<file path="src/design/tlms_pkg.sv">
// Shared types, codes and constants of the timed lift motor sequencer.
package tlms_pkg;

    // Request kinds carried in s_tuser
    localparam logic REQ_TICK  = 1'b0;
    localparam logic REQ_LOWER = 1'b1;

    // Relay patterns, bit i drives relay Di
    localparam logic [3:0] RELAY_OFF   = 4'd0;
    localparam logic [3:0] RELAY_FWD   = 4'd9;
    localparam logic [3:0] RELAY_REV   = 4'd6;
    localparam logic [3:0] RELAY_BRAKE = 4'd12;

    typedef enum logic [1:0] {
        POS_UNKNOWN = 2'd0,
        POS_HIGH    = 2'd1,
        POS_LOW     = 2'd2
    } pos_t;

    // Configuration register indexes
    localparam int unsigned CFG_IDX_W = 3;
    localparam logic [CFG_IDX_W-1:0] CFG_FWD_TICKS   = 3'd0;
    localparam logic [CFG_IDX_W-1:0] CFG_REV_TICKS   = 3'd1;
    localparam logic [CFG_IDX_W-1:0] CFG_AUTO_RETURN = 3'd2;
    localparam logic [CFG_IDX_W-1:0] CFG_DWELL_TICKS = 3'd3;
    localparam logic [CFG_IDX_W-1:0] CFG_OVERCURRENT = 3'd4;

    // Configuration reset values
    localparam logic [7:0]  FWD_TICKS_RST   = 8'd20;
    localparam logic [7:0]  REV_TICKS_RST   = 8'd6;
    localparam logic        AUTO_RETURN_RST = 1'b1;
    localparam logic [15:0] DWELL_TICKS_RST = 16'd122;
    localparam logic [15:0] OVERCURRENT_RST = 16'd4000;

    // Sensor scaling: clamp to ADC_LO..ADC_HI, subtract ADC_LO, scale, re-center
    localparam logic [9:0]  ADC_LO        = 10'd102;
    localparam logic [9:0]  ADC_HI        = 10'd922;
    localparam logic [9:0]  ADC_LO_LIMIT  = 10'd103;
    localparam logic [9:0]  ADC_HI_LIMIT  = 10'd921;
    localparam logic [15:0] SCALE_MUL     = 16'd49951;
    localparam logic [16:0] MV_CENTER     = 17'd20000;

    typedef struct packed {
        logic [7:0]  fwd_ticks;
        logic [7:0]  rev_ticks;
        logic        auto_en;
        logic [15:0] dwell_ticks;
        logic [15:0] oc_mv;
    } cfg_t;

    typedef struct packed {
        logic [3:0]  relay_drive;
        logic [1:0]  board_position;
        logic        busy_led;
        logic        ack_pulse;
        logic        done_pulse;
        logic [15:0] current_mv;
    } result_t;

endpackage

</file>
<file path="src/design/tlms_scale.sv">
// Current sensor scaling: clamp, offset and scale a raw sample to millivolts.
module tlms_scale
    import tlms_pkg::*;
(
    input  logic [9:0]  adc_sample,
    output logic [15:0] current_mv
);

    logic [9:0]  clamped;
    logic [9:0]  offset;
    logic [25:0] prod;
    logic [16:0] centered;

    always_comb begin
        if (adc_sample < ADC_LO_LIMIT) begin
            clamped = ADC_LO;
        end else if (adc_sample > ADC_HI_LIMIT) begin
            clamped = ADC_HI;
        end else begin
            clamped = adc_sample;
        end
    end

    assign offset   = clamped - ADC_LO;
    assign prod     = {16'd0, offset} * {10'd0, SCALE_MUL};
    assign centered = {1'b0, prod[25:10]} - MV_CENTER;
    assign current_mv = centered[15:0];

endmodule

</file>
<file path="src/design/tlms_ctrl.sv">
// Run sequencer: run state, counters and relay pattern, one update per item.
module tlms_ctrl
    import tlms_pkg::*;
(
    input  logic        aclk,
    input  logic        aresetn,
    input  logic        step_en,
    input  logic        req_type,
    input  logic [15:0] current_mv,
    input  cfg_t        cfg,
    output result_t     result
);

    logic        fwd_reg, fwd_next;
    logic        rev_reg, rev_next;
    logic [15:0] cnt_reg, cnt_next;
    pos_t        pos_reg, pos_next;
    logic [15:0] dwell_reg, dwell_next;
    logic [3:0]  relay_reg, relay_next;
    logic        busy_reg, busy_next;
    logic        ack;
    logic        done;
    logic        over_thresh;

    assign over_thresh = $signed(current_mv) >= $signed(cfg.oc_mv);

    always_comb begin
        fwd_next   = fwd_reg;
        rev_next   = rev_reg;
        cnt_next   = cnt_reg;
        pos_next   = pos_reg;
        dwell_next = dwell_reg;
        relay_next = relay_reg;
        busy_next  = busy_reg;
        ack        = 1'b0;
        done       = 1'b0;
        if (req_type == REQ_LOWER) begin
            // lower command restarts as reverse run; dwell count kept
            busy_next  = 1'b1;
            ack        = 1'b1;
            cnt_next   = 16'd0;
            pos_next   = POS_UNKNOWN;
            relay_next = RELAY_REV;
            rev_next   = 1'b1;
            fwd_next   = 1'b0;
        end else begin
            if (fwd_next) begin
                cnt_next = cnt_next + 16'd1;
                if (cnt_next >= {9'd0, cfg.fwd_ticks[7:1]} && over_thresh) begin
                    cnt_next = {8'd0, cfg.fwd_ticks};
                end
                if (cnt_next == {8'd0, cfg.fwd_ticks}) begin
                    pos_next   = POS_HIGH;
                    fwd_next   = 1'b0;
                    rev_next   = 1'b0;
                    cnt_next   = 16'd0;
                    relay_next = RELAY_BRAKE;
                    done       = 1'b1;
                    busy_next  = 1'b0;
                end
            end
            if (rev_next) begin
                cnt_next = cnt_next + 16'd1;
                if (cnt_next == {8'd0, cfg.rev_ticks}) begin
                    pos_next   = POS_LOW;
                    dwell_next = 16'd0;
                    fwd_next   = 1'b0;
                    rev_next   = 1'b0;
                    cnt_next   = 16'd0;
                    relay_next = RELAY_BRAKE;
                end
            end
            // dwell counts the tick on which the reverse run ended
            if (pos_next == POS_LOW && cfg.auto_en) begin
                dwell_next = dwell_next + 16'd1;
                if (dwell_next == cfg.dwell_ticks) begin
                    dwell_next = 16'd0;
                    cnt_next   = 16'd0;
                    pos_next   = POS_UNKNOWN;
                    relay_next = RELAY_FWD;
                    fwd_next   = 1'b1;
                    rev_next   = 1'b0;
                end
            end
        end
    end

    always_ff @(posedge aclk) begin
        if (!aresetn) begin
            fwd_reg   <= 1'b0;
            rev_reg   <= 1'b0;
            cnt_reg   <= 16'd0;
            pos_reg   <= POS_UNKNOWN;
            dwell_reg <= 16'd0;
            relay_reg <= RELAY_OFF;
            busy_reg  <= 1'b0;
        end else if (step_en) begin
            fwd_reg   <= fwd_next;
            rev_reg   <= rev_next;
            cnt_reg   <= cnt_next;
            pos_reg   <= pos_next;
            dwell_reg <= dwell_next;
            relay_reg <= relay_next;
            busy_reg  <= busy_next;
        end
    end

    always_comb begin
        result.relay_drive    = relay_next;
        result.board_position = pos_next;
        result.busy_led       = busy_next;
        result.ack_pulse      = ack;
        result.done_pulse     = done;
        result.current_mv     = (req_type == REQ_LOWER) ? 16'd0 : current_mv;
    end

endmodule

</file>
<file path="src/design/timed_lift_motor_sequencer_top.sv">
// Top level of the timed lift motor sequencer: ports, config registers, stage registers.
//
//   channel  dir  handshake          payload
//   s_       in   s_tvalid/s_tready  tdata: adc_sample; tuser: req_type
//   m_       out  m_tvalid/m_tready  tdata: relay, position, busy, ack, done, current
//   cfg_     in   cfg_valid/cfg_ready cfg_index, cfg_wdata
//
// One beat in, one beat out; a beat passes through the input register and
// leaves through the output register, and a beat can enter every cycle while
// the output is not stalled. The sequencer state updates as a beat moves into the output
// register. A stalled output holds one result while one more beat waits in the
// input register. Synchronous active-low reset clears state and config.
module timed_lift_motor_sequencer_top
    import tlms_pkg::*;
(
    input  logic                 aclk,
    input  logic                 aresetn,
    input  logic                 s_tvalid,
    output logic                 s_tready,
    input  logic [15:0]          s_tdata,   // [9:0] adc_sample, [15:10] zero
    input  logic [0:0]           s_tuser,   // [0] req_type
    output logic                 m_tvalid,
    input  logic                 m_tready,
    output logic [31:0]          m_tdata,   // [3:0] relay_drive, [5:4] board_position,
                                            // [6] busy_led, [7] ack_pulse,
                                            // [8] done_pulse, [24:9] current_mv, [31:25] zero
    input  logic                 cfg_valid,
    output logic                 cfg_ready,
    input  logic [CFG_IDX_W-1:0] cfg_index,
    input  logic [15:0]          cfg_wdata
);

    cfg_t        cfg_reg;
    logic        in_valid_reg;
    logic        in_type_reg;
    logic [9:0]  in_adc_reg;
    logic        out_valid_reg;
    result_t     out_data_reg;
    logic        advance;
    logic [15:0] current_mv;
    result_t     result;

    assign cfg_ready = 1'b1;

    always_ff @(posedge aclk) begin
        if (!aresetn) begin
            cfg_reg.fwd_ticks   <= FWD_TICKS_RST;
            cfg_reg.rev_ticks   <= REV_TICKS_RST;
            cfg_reg.auto_en     <= AUTO_RETURN_RST;
            cfg_reg.dwell_ticks <= DWELL_TICKS_RST;
            cfg_reg.oc_mv       <= OVERCURRENT_RST;
        end else if (cfg_valid) begin
            unique case (cfg_index)
                CFG_FWD_TICKS:   cfg_reg.fwd_ticks   <= cfg_wdata[7:0];
                CFG_REV_TICKS:   cfg_reg.rev_ticks   <= cfg_wdata[7:0];
                CFG_AUTO_RETURN: cfg_reg.auto_en     <= cfg_wdata[0];
                CFG_DWELL_TICKS: cfg_reg.dwell_ticks <= cfg_wdata;
                CFG_OVERCURRENT: cfg_reg.oc_mv       <= cfg_wdata;
                default: ;
            endcase
        end
    end

    assign advance  = in_valid_reg && (!out_valid_reg || m_tready);
    assign s_tready = !in_valid_reg || advance;

    always_ff @(posedge aclk) begin
        if (!aresetn) begin
            in_valid_reg <= 1'b0;
        end else if (s_tready) begin
            in_valid_reg <= s_tvalid;
        end
    end

    always_ff @(posedge aclk) begin
        if (s_tready && s_tvalid) begin
            in_type_reg <= s_tuser[0];
            in_adc_reg  <= s_tdata[9:0];
        end
    end

    tlms_scale u_scale (
        .adc_sample (in_adc_reg),
        .current_mv (current_mv)
    );

    tlms_ctrl u_ctrl (
        .aclk       (aclk),
        .aresetn    (aresetn),
        .step_en    (advance),
        .req_type   (in_type_reg),
        .current_mv (current_mv),
        .cfg        (cfg_reg),
        .result     (result)
    );

    always_ff @(posedge aclk) begin
        if (!aresetn) begin
            out_valid_reg <= 1'b0;
        end else if (advance) begin
            out_valid_reg <= 1'b1;
        end else if (m_tready) begin
            out_valid_reg <= 1'b0;
        end
    end

    always_ff @(posedge aclk) begin
        if (advance) begin
            out_data_reg <= result;
        end
    end

    assign m_tvalid = out_valid_reg;
    assign m_tdata  = {7'd0,
                       out_data_reg.current_mv,
                       out_data_reg.done_pulse,
                       out_data_reg.ack_pulse,
                       out_data_reg.busy_led,
                       out_data_reg.board_position,
                       out_data_reg.relay_drive};

endmodule

</file>
<file path="config.mk">
export PLATFORM = sky130hd
export DESIGN_NAME = timed_lift_motor_sequencer_top
export DESIGN_NICKNAME = d
export VERILOG_FILES = /design/src/design/tlms_pkg.sv /design/src/design/tlms_scale.sv /design/src/design/tlms_ctrl.sv /design/src/design/timed_lift_motor_sequencer_top.sv
export SDC_FILE = /design/constraint.sdc
export NUM_CORES = 1
export LEC_CHECK = 0
export BUFFER_PORTS_ARGS = -buffer_cell sky130_fd_sc_hd__buf_4
export CORE_MARGIN = 3
export CORE_UTILIZATION = 60
export CTS_BUF_LIST = sky130_fd_sc_hd__clkbuf_8
export DETAILED_ROUTE_END_ITERATION = 7
export GPL_TIMING_DRIVEN = 0
export PLACE_DENSITY = 0.91
export SETUP_SLACK_MARGIN = 0.15
export SYNTH_ARGS = -nofsm -noshare
export SYNTH_HDL_FRONTEND = slang
export SYNTH_SLANG_ARGS = --single-unit
export TNS_END_PERCENT = 20
</file>
<file path="constraint.sdc">
create_clock -name aclk -period 18.6 [get_ports aclk]
set_clock_uncertainty 0.05 [all_clocks]
set_input_delay 1.86 -clock aclk [delete_from_list [all_inputs] [get_ports aclk]]
set_output_delay 1.86 -clock aclk [all_outputs]
set_load 0.01 [all_outputs]
</file>
* After elaboration in Yosys (flattened, before gate mapping)
Index checks and enable logic that the tools add are counted. W data, S select, Z words.
Storage, ports and cells: register bits 128, input bits 41, output and inout bits 35, word-level logic and storage cells 114
Cells by class: add/subtract/negate cells 5, multiply operators 1, order comparisons 4, eq/ne operators 8, multiplexer cells 55, bitwise operators 2, reductions and logical operators 17
Operators with widths (count):
- $mux W16 | 16
- $add A16 B1 Y16 const B | 3
- $eq A16 B8 Y1 | 2
- $mux W4 | 7
- $mul A10 B16 Y26 const B | 1
- $mux W1 | 22
- $mux W10 | 2
- $eq A16 B16 Y1 | 1
- $ge A16 B16 Y1 | 1
- $ge A16 B7 Y1 | 1
- $mux W2 | 8
- $sub A16 B15 Y16 const B | 1
- $reduce_and A2 Y1 | 6
- $gt A10 B10 Y1 const B | 1
- $lt A10 B7 Y1 const B | 1
- $sub A10 B7 Y10 const B | 1
- $eq A3 B2 Y1 const B | 2
- $logic_and A1 B1 Y1 | 4
- $eq A3 B1 Y1 const B | 1
- $eq A3 B3 Y1 const B | 1
- $logic_not A3 Y1 | 1
- $eq A2 B2 Y1 const B | 1
- $logic_not A1 Y1 | 2
- $logic_or A1 B1 Y1 | 2
- 3 further kinds | 4

* Longest topological paths before layout
Gate-level depths: netlist of the first run.
word-level depth 25, mapped depth 69, depth with buffers taken out 66

* Hierarchy
From an unflattened synthesis of the first run, not the netlist that was laid out.
Second synthesis, totals: cell total of the unflattened synthesis 1469, area, all modules 12244.2 um^2
By module, submodules not included:
- tlms_ctrl | times used 1, cells each 799, area an instance 5575.3 um^2, sequential area each 820.8 um^2
- tlms_scale | times used 1, cells each 420, area an instance 3472.1 um^2, sequential area each 0.0 um^2
- timed_lift_motor_sequencer_top | times used 1, cells each 250, area an instance 3196.8 um^2, sequential area each 2102.0 um^2

* Worst setup path before layout of the first run
Ideal clock, no wire load.
path kind register to register, start reg in_adc_reg[2], end reg out_data_reg (netlist bit m_tdata[1]) (data pin), library setup time 0.255 ns, arrival time 14.579 ns, data required time 18.295 ns, path slack 3.716 ns, cell stages (with the launch flop) 69, buffers on the path 2, period minus slack after synthesis 14.884 ns, cell sequence edfxtp_1 -> o211ai_1 -> a21oi_1 -> o21ai_0 -> ha_1 -> a21boi_0 -> nor2_1 -> or3_1 -> a22o_1 -> inv_1 -> fa_1 -> inv_1 -> fa_1 -> fa_1 -> inv_1 -> ha_1 -> inv_1 -> fa_1 -> [33 not listed] -> a211oi_1 -> nor4_4 -> nand2_2 -> and2_1 -> ha_1 -> and3_1 -> clkbuf_1 -> nand3_1 -> nor2_1 -> and3_1 -> xnor2_1 -> xor2_1 -> nand2_1 -> o22ai_1 -> a21oi_1 -> nor4b_4 -> nand2_2 -> a31o_1
RTL lines:
- start, declared | line timed_lift_motor_sequencer_top.sv:36 | logic [9:0] in_adc_reg;
- start signal, assigned | line timed_lift_motor_sequencer_top.sv:78 | in_adc_reg <= s_tdata[9:0];
- end signal, assigned | line timed_lift_motor_sequencer_top.sv:109 | out_data_reg <= result;
- end, declared | line timed_lift_motor_sequencer_top.sv:38 | result_t out_data_reg;

==> summary.md, run 1 <==
| Metric | Value |
|---|---|
| Clk sinks | `128` |
| Initial Util | `between 60% and 70%` |
| Largest net degree at the start of global routing | `33` |
| CP max stage cell | `or4b_2` |
| FF+latch count, synth | `approximately 130` |
| Largest register FFs | `49` |
| CTS tree | `done` |
| Pleak | `between 5 and 6 nW` |
| Top_reg_cell synth | `dfxtp_1` |
| Routed wire length per instance | `roughly 19 um` |
| CTS Buffer Depth | `2` |
| Setup ws final | `between 1 and 1.5 ns` |
| Async S/R FF share, synth | `0%` |
| Core Rows | `48` |
| Nets | `about 1,600` |
| P_int | `between 1 and 1.5 mW` |
| F_max | `about 57 MHz` |
| CP Max Fanout | `10` |
| Total Die Area | `roughly 20,000 um^2` |
| CTS Buf Count | `17` |
| CP Buf/Inv Count | `8` |
| Core area | `roughly 18,000 um^2` |
| Most frequent cells in the layout | `nand2_1 (165), inv_1 (112), ha_1 (109), dfxtp_1 (92), a21oi_1 (82)` |
| Reg2Reg Capture Point | `m_tdata[3]` |
| RSZ-0062 raised after global routing | `false` |
| Status | `complete, no violations` |
| Average cell area after synthesis | `between 8 and 9 um^2` |
| Gp weighted congestion | `0.973` |
| Final min period | `between 15 and 20 ns` |
| Clock Power Share | `between 10 and 15%` |
| Port Buffers | `60` |
| Worst Path Arrival | `approximately 18 ns` |
| ANT cells | `0` |
| Crit-path leading delay family | `compound AO/OA/AOI/OAI gates` |
| Crit path to | `m_tdata[3]` |
| Clk_lat worst skew | `between 0.4 and 0.5 ns` |
| Total power | `between 2 and 2.5 mW` |
| H-tree level count | `4` |
| First-pass GRT wire length | `approximately 50 mm` |
| Synth top area cells | `dfxtp_1 (17%), ha_1 (12%), edfxtp_1 (9.8%)` |
| Seq pwr share | `16.3%` |
| Cell Area, Synth | `~11,000 um^2` |
| Place WS | `~0.98 ns` |
| Yosys synthesis warning count | `0` |
| Total wire length | `just over 30 mm` |
| Vias post-DR | `between 10,000 and 15,000` |
| Post-route ant nets | `0` |
| CP Capture Type | `flop` |
| Synth area leader | `dfxtp_1` |
| Hpwl dp | `23.0 mm` |
| CTS root buffer | `clkbuf_8` |
| Die X | `between 100 and 150 um` |
| Worst hold path type | `reg -> reg` |
| Synth top area share | `approximately 17%` |
| Reg2Reg Launch Point | `in_adc_reg[1]` |
| Cell Pwr Density | `approximately 180 nW/um^2` |
| Post-Syn Instances | `roughly 1,300` |
| Post-synth EDFFs | `36` |
| Hold Vio Cnt, Final | `0` |
| Max_cap viols | `0` |
| Drt initial violations | `1,288` |
| Post-DR vias/cell | `roughly 6.4` |
| Net Sw Frac | `between 50% and 60%` |
| Placed insts | `around 1,600` |
| Drt pass-1 iters | `5` |
| Peak supply drop | `approximately 250 uV` |
| Setup crit start | `in_adc_reg[1]` |
| R2R depth | `69` |
| DRC errors left | `0` |
| P&R area growth vs syn | `10.5%` |
| CP required | `18.84 ns` |
| P_sw | `1.07 mW` |
| CP Launch Type | `flop` |
| Die height | `141 um` |
| Cell variety after synth | `91` |
| Critical path type | `reg -> reg` |
| Share of cells above drive strength 1 | `11.6%` |
| Ports | `76` |
| Fin Setup TNS | `0 ns` |
| Slew Limit Fails | `0` |
| Final worst path period share | `between 90% and 100%` |
| Worst R2R Setup Slack | `1.12 ns` |
| Logic pwr share | `between 70% and 80%` |
| Register area share after synthesis | `a little over a quarter` |
| Final Setup Violations | `0` |
| Clock transition at the registers of the reported paths | `~0.09 ns` |
| Measured slew at the worst slew-check pin | `1.31 ns` |
| Vias in the first global route | `~10,000` |
| Initial antenna violation count | `0` |
| Number of stages on the worst setup path | `69` |
| Max-slew headroom | `approximately an eighth` |
| GRT Resource Usage Total | `a little under a third` |
| Crit-path max cell delay | `around 0.6 ns` |
| Commonest non-fill, non-tap cell in the layout | `nand2_1` |
| Post-Layout Cell Count | `1,625` |
| Fillcell total | `between 1,000 and 1,500` |
| Grt total ovfl | `0` |
| CP most frequent cell | `ha_1` |
tightest hold or removal path: cells and delay by family, from the launching register on:
kind | cells | cell delay [ns]
AOI/OAI and AO/OA | 1 | 0.05
and+or+nand+nor | 1 | 0.05
DFF | 1 | 0.31
area by class of cell:
| cell class | instances | area, um^2 | area share [%] |
|---|---|---|---|
| multi-input cells | 1000 | 7370 | 60.7 |
| flip-flops and latches | 128 | 2920 | 24.1 |
| repair buffers | 61 | 458 | 3.77 |
| inverters | 116 | 435 | 3.59 |
| plain buffers | 63 | 319 | 2.63 |
| well taps | 225 | 282 | 2.32 |
| clock buffers | 17 | 234 | 1.93 |
| clock inverters | 15 | 126 | 1.04 |
power by group through the flow:
stage | Sequential, mW | Combinational, mW | Clock [mW]
floorplan | 0.359 | 1.06 | 0
global placement | 0.352 | 1.33 | 0
detailed placement | 0.352 | 1.42 | 0
CTS | 0.347 | 1.49 | 0.229
global route | 0.349 | 1.72 | 0.242
finish | 0.347 | 1.55 | 0.229
synthesized netlist by cell type, types with 26 or more instances:
library cell / count
a21oi_1: 83
and3_1: 26
clkbuf_1: 35
dfxtp_1: 92
edfxtp_1: 36
fa_1: 32
ha_1: 109
inv_1: 112
nand2_1: 165
nand3_1: 44
nor2_1: 64
o21ai_0: 52
xnor2_1: 41
xor2_1: 37
routing by layer:
layer	part of all wire, %	track usage (%)	vias to the layer above
met4	4.9	16.6	0
met2	45	47.3	569
met1	40	41.1	4928
met5	0	0	-
li1	-	-	4795
met3	9.4	6.20	126
worst min path at each step:
stage,from,endpoint,slack (ns),depth (start not counted)
floorplan,in_type_reg,m_tdata[7],0.37,0
global route,cfg_reg[12],cfg_reg[12],0.44,2
global placement,cfg_reg[4],cfg_reg[4],0.39,2
CTS,cfg_reg[4],cfg_reg[4],0.41,2
finish,cfg_reg[4],cfg_reg[4],0.41,2
detailed placement,cfg_reg[4],cfg_reg[4],0.40,2
what timing repair did:
item,in CTS,in global routing
hold buffers,0,0
resized for setup,0,9
endpoints found under the setup margin,0,44
buffers inserted,0,1
per-stage QoR:
step	cell area, um^2	hold WS, ns	utilization, %
finish	12100	0.411	69.0
global route	12100	0.442	69.0
CTS	12100	0.408	68.8
detailed placement	11700	0.397	66.7
global placement	11700	0.395	66.7
floorplan	11000	0.374	-
cell families (layout without fill, tap and decap cells):
family / count (synthesis) / after routing / share of synthesized area (%)
and+or+nand+nor: 458 / 458 / 21.3
AOI/OAI and AO/OA: 299 / 299 / 18.6
buffers and inverters: 179 / 272 / 6.87
adders and majority gates: 141 / 141 / 18.2
DFF: 128 / 128 / 26.6
xor gates and xnor gates: 83 / 83 / 7.24
muxes: 11 / 11 / 1.07
other: 2 / 8 / 0.0684
Note: power is estimated with default switching activity, not from simulation.
==> run 2, diff against run 1 <==
--- a/config.mk
+++ b/config.mk
@@ -6,7 +6,7 @@
 export NUM_CORES = 1
 export LEC_CHECK = 0
 export BUFFER_PORTS_ARGS = -buffer_cell sky130_fd_sc_hd__buf_4
-export CORE_MARGIN = 3
+export CORE_ASPECT_RATIO = 1.1
 export CORE_UTILIZATION = 60
 export CTS_BUF_LIST = sky130_fd_sc_hd__clkbuf_8
 export DETAILED_ROUTE_END_ITERATION = 7
==> run 2 against run 1 <==
Net effect: combinational power shrank 5%; first-iteration DRC count shrank 25%; global-route usage grew 1.4 points; die area shrank 5.6%; sequential share of layout area shrank 0.13 points; flip-flop and latch count is the same; largest cell class unchanged.
==> summary.md, run 2 (synthesis gave the netlist of run 1 again) <==
| Metric | Value |
|---|---|
| Gp weighted congestion | `0.956 (-1.7%)` |
| Clock transition at the registers of the reported paths | `0.08 ns (about the same)` |
| Pleak | `5.16 nW (+0.48%)` |
| P_int | `1.10 mW (+3.6%)` |
| Crit-path max cell delay | `0.59 ns (about the same)` |
| Core area | `17,800 um^2 (+1.2%)` |
| Routed wire length per instance | `17.9 um (-6.1%)` |
| Worst Path Arrival | `17.56 ns (-0.16 ns)` |
| Final Setup Violations | `0 (unchanged)` |
| Register area | `2920 um^2 (unchanged)` |
| Initial Util | `61.7% (-0.72 points)` |
| Logic pwr share | `70.5% (-2.4 points)` |
| CP Launch Type | `flop` |
| Fillcell total | `1,385 (+4.9%)` |
| CTS Buf Count | `17 (unchanged)` |
| Post-route ant nets | `0 (unchanged)` |
| Hpwl dp | `22.5 mm (-2.0%)` |
| CP Max Fanout | `10 (unchanged)` |
| H-tree level count | `4 (unchanged)` |
| Nets | `1,570 (+0.064%)` |
| Clk sinks | `128 (unchanged)` |
| CP max stage cell | `or4b_2` |
| P_sw | `0.978 mW (-8.3%)` |
| Largest register FFs | `49 (unchanged)` |
| Critical path type | `reg -> reg` |
| F_max | `57.8 MHz (+0.97%)` |
| DRC errors left | `0 (unchanged)` |
| CP required | `18.86 ns (+0.02 ns)` |
| CTS tree | `done` |
| CTS root buffer | `clkbuf_8` |
| Max_cap viols | `0 (unchanged)` |
| Hold Vio Cnt, Final | `0 (unchanged)` |
| Share of cells above drive strength 1 | `11.4% (-0.22 points)` |
| Fin Setup TNS | `0 ns (unchanged)` |
| Final worst path period share | `93.0% (-0.91 points)` |
| CTS Buffer Depth | `2 (unchanged)` |
| Final min period | `17.31 ns (-0.168 ns)` |
| Total Die Area | `18,900 um^2 (-5.6%)` |
| Grt total ovfl | `0 (unchanged)` |
| Die height | `144 um (+1.8%)` |
| Slew Limit Fails | `0 (unchanged)` |
| Worst hold path type | `reg -> reg` |
| Cell Pwr Density | `170 nW/um^2 (-2.9%)` |
| Total wire length | `29.3 mm (-5.2%)` |
| Drt initial violations | `964 (-25%)` |
| Vias post-DR | `10,227 (-1.8%)` |
| Multi-input logic area | `7340 um^2 (-0.29%)` |
| Initial antenna violation count | `0 (unchanged)` |
| Max-slew headroom | `15.9% (+4.0 points)` |
| Drt pass-1 iters | `5 (unchanged)` |
| Status | `complete, no violations` |
| CP Capture Type | `flop` |
| Net Sw Frac | `47.0% (-3.1 points)` |
| Seq pwr share | `16.7% (+0.4 points)` |
| Measured slew at the worst slew-check pin | `1.25 ns (-0.0595 ns)` |
| Port Buffers | `60 (unchanged)` |
| ANT cells | `0 (unchanged)` |
| First-pass GRT wire length | `46.8 mm (-6.6%)` |
| Core Rows | `51 (+6.3%)` |
| Clk_lat worst skew | `0.48 ns (about the same)` |
| Commonest non-fill, non-tap cell in the layout | `nand2_1` |
| Most frequent cells in the layout | `nand2_1 (165), inv_1 (112), ha_1 (109), dfxtp_1 (92), a21oi_1 (83)` |
| GRT Resource Usage Total | `32.3% (+1.4 points)` |
| CP most frequent cell | `ha_1` |
| M3 GR Usage | `6.55% (+0.35 points)` |
| Final core occ | `68.6% (-0.43 points)` |
| P&R area growth vs syn | `11.1%` |
| RSZ-0062 raised after global routing | `false` |
| Global route hottest layer | `met2` |
| Post-DR vias/cell | `6.24 (-2.7%)` |
| Clock Power Share | `12.9% (+2.1 points)` |
| Die X | `131 um (-7.3%)` |
| Met1 GRT Util | `35.9% (-5.2 points)` |
| Vias in the first global route | `9,926 (-1.3%)` |
| Largest net degree at the start of global routing | `33 (unchanged)` |
| Met2 Usage GRT | `57.0% (+9.7 points)` |
| Peak supply drop | `143 uV (-42%)` |
| Ports | `76 (unchanged)` |
| Hold_buf cts | `0 (unchanged)` |
==> run 2: path summary, 6_finish.rpt <==
check | from | to | slack [ns] | cells after the start
max | in_adc_reg[1] | m_tdata[3] | 1.29 | 69
min | in_type_reg | m_tdata[7] | 0.41 | 0
max reg2reg | in_adc_reg[1] | m_tdata[3] | 1.29 | 69
min reg2reg | in_type_reg | m_tdata[7] | 0.41 | 0
==> run 2: per-stage QoR <==
stage | hold WS, ns | std cells | total power, mW | worst slack, ns | cell area (um^2)
final | 0.411 | 1639 | 2.08 | 1.29 | 12200
after global routing | 0.413 | 1639 | 2.26 | 0.183 | 12200
after CTS | 0.411 | 1637 | 2.06 | 0.981 | 12200
after detailed placement | 0.391 | 1605 | 1.77 | 1.14 | 11800
after global placement | 0.382 | 1605 | 1.69 | 1.47 | 11800
after floorplan | 0.374 | 1307 | 1.42 | 3.72 | 11000
==> run 2: power by group through the flow <==
| stage | clock, mW | sequential [mW] | combinational [mW] |
|---|---|---|---|
| 2_1_floorplan | 0 | 0.359 | 1.06 |
| 3_3_place_gp | 0 | 0.353 | 1.34 |
| 3_5_place_dp | 0 | 0.353 | 1.42 |
| 4_1_cts | 0.266 | 0.347 | 1.45 |
| 5_1_grt | 0.278 | 0.348 | 1.64 |
| 6_report | 0.268 | 0.347 | 1.47 |
==> run 2: cell type report <==
| class | instances | area share (%) |
|---|---|---|
| Clock buffer | 18 | 2.03 |
| Tap cell | 238 | 2.44 |
| Timing Repair Buffer | 62 | 3.81 |
| Clock inverter | 14 | 1.44 |
| Buffer | 63 | 2.61 |
| Multi-Input combinational cell | 1000 | 60.2 |
| Inverter | 116 | 3.57 |
| Sequential cell | 128 | 23.9 |
==> run 2: metal layers <==
metal	vias up	wire length, um
met5	-	0
met1	4805	11200
met2	488	14400
met4	0	1700
li1	4803	-
met3	131	2070
==> run 2: repair_timing <==
item | in CTS | in global routing
gates resized for setup | 0 | 3
buffers inserted | 0 | 2
setup endpoints to repair | 0 | 44
==> run 2: worst max-delay path: cells and delay by family (launching register included) <==
kind                     cells  cell delay (ns)
XOR/XNOR                     4             0.91
AO/OA/AOI/OAI               21             5.11
AND/OR/NAND/NOR             22             4.68
multiplexers                 2             0.47
flip-flops                   1             0.47
buffers and inverters        9             1.31
adder cells (fa/ha/maj)     11             4.10
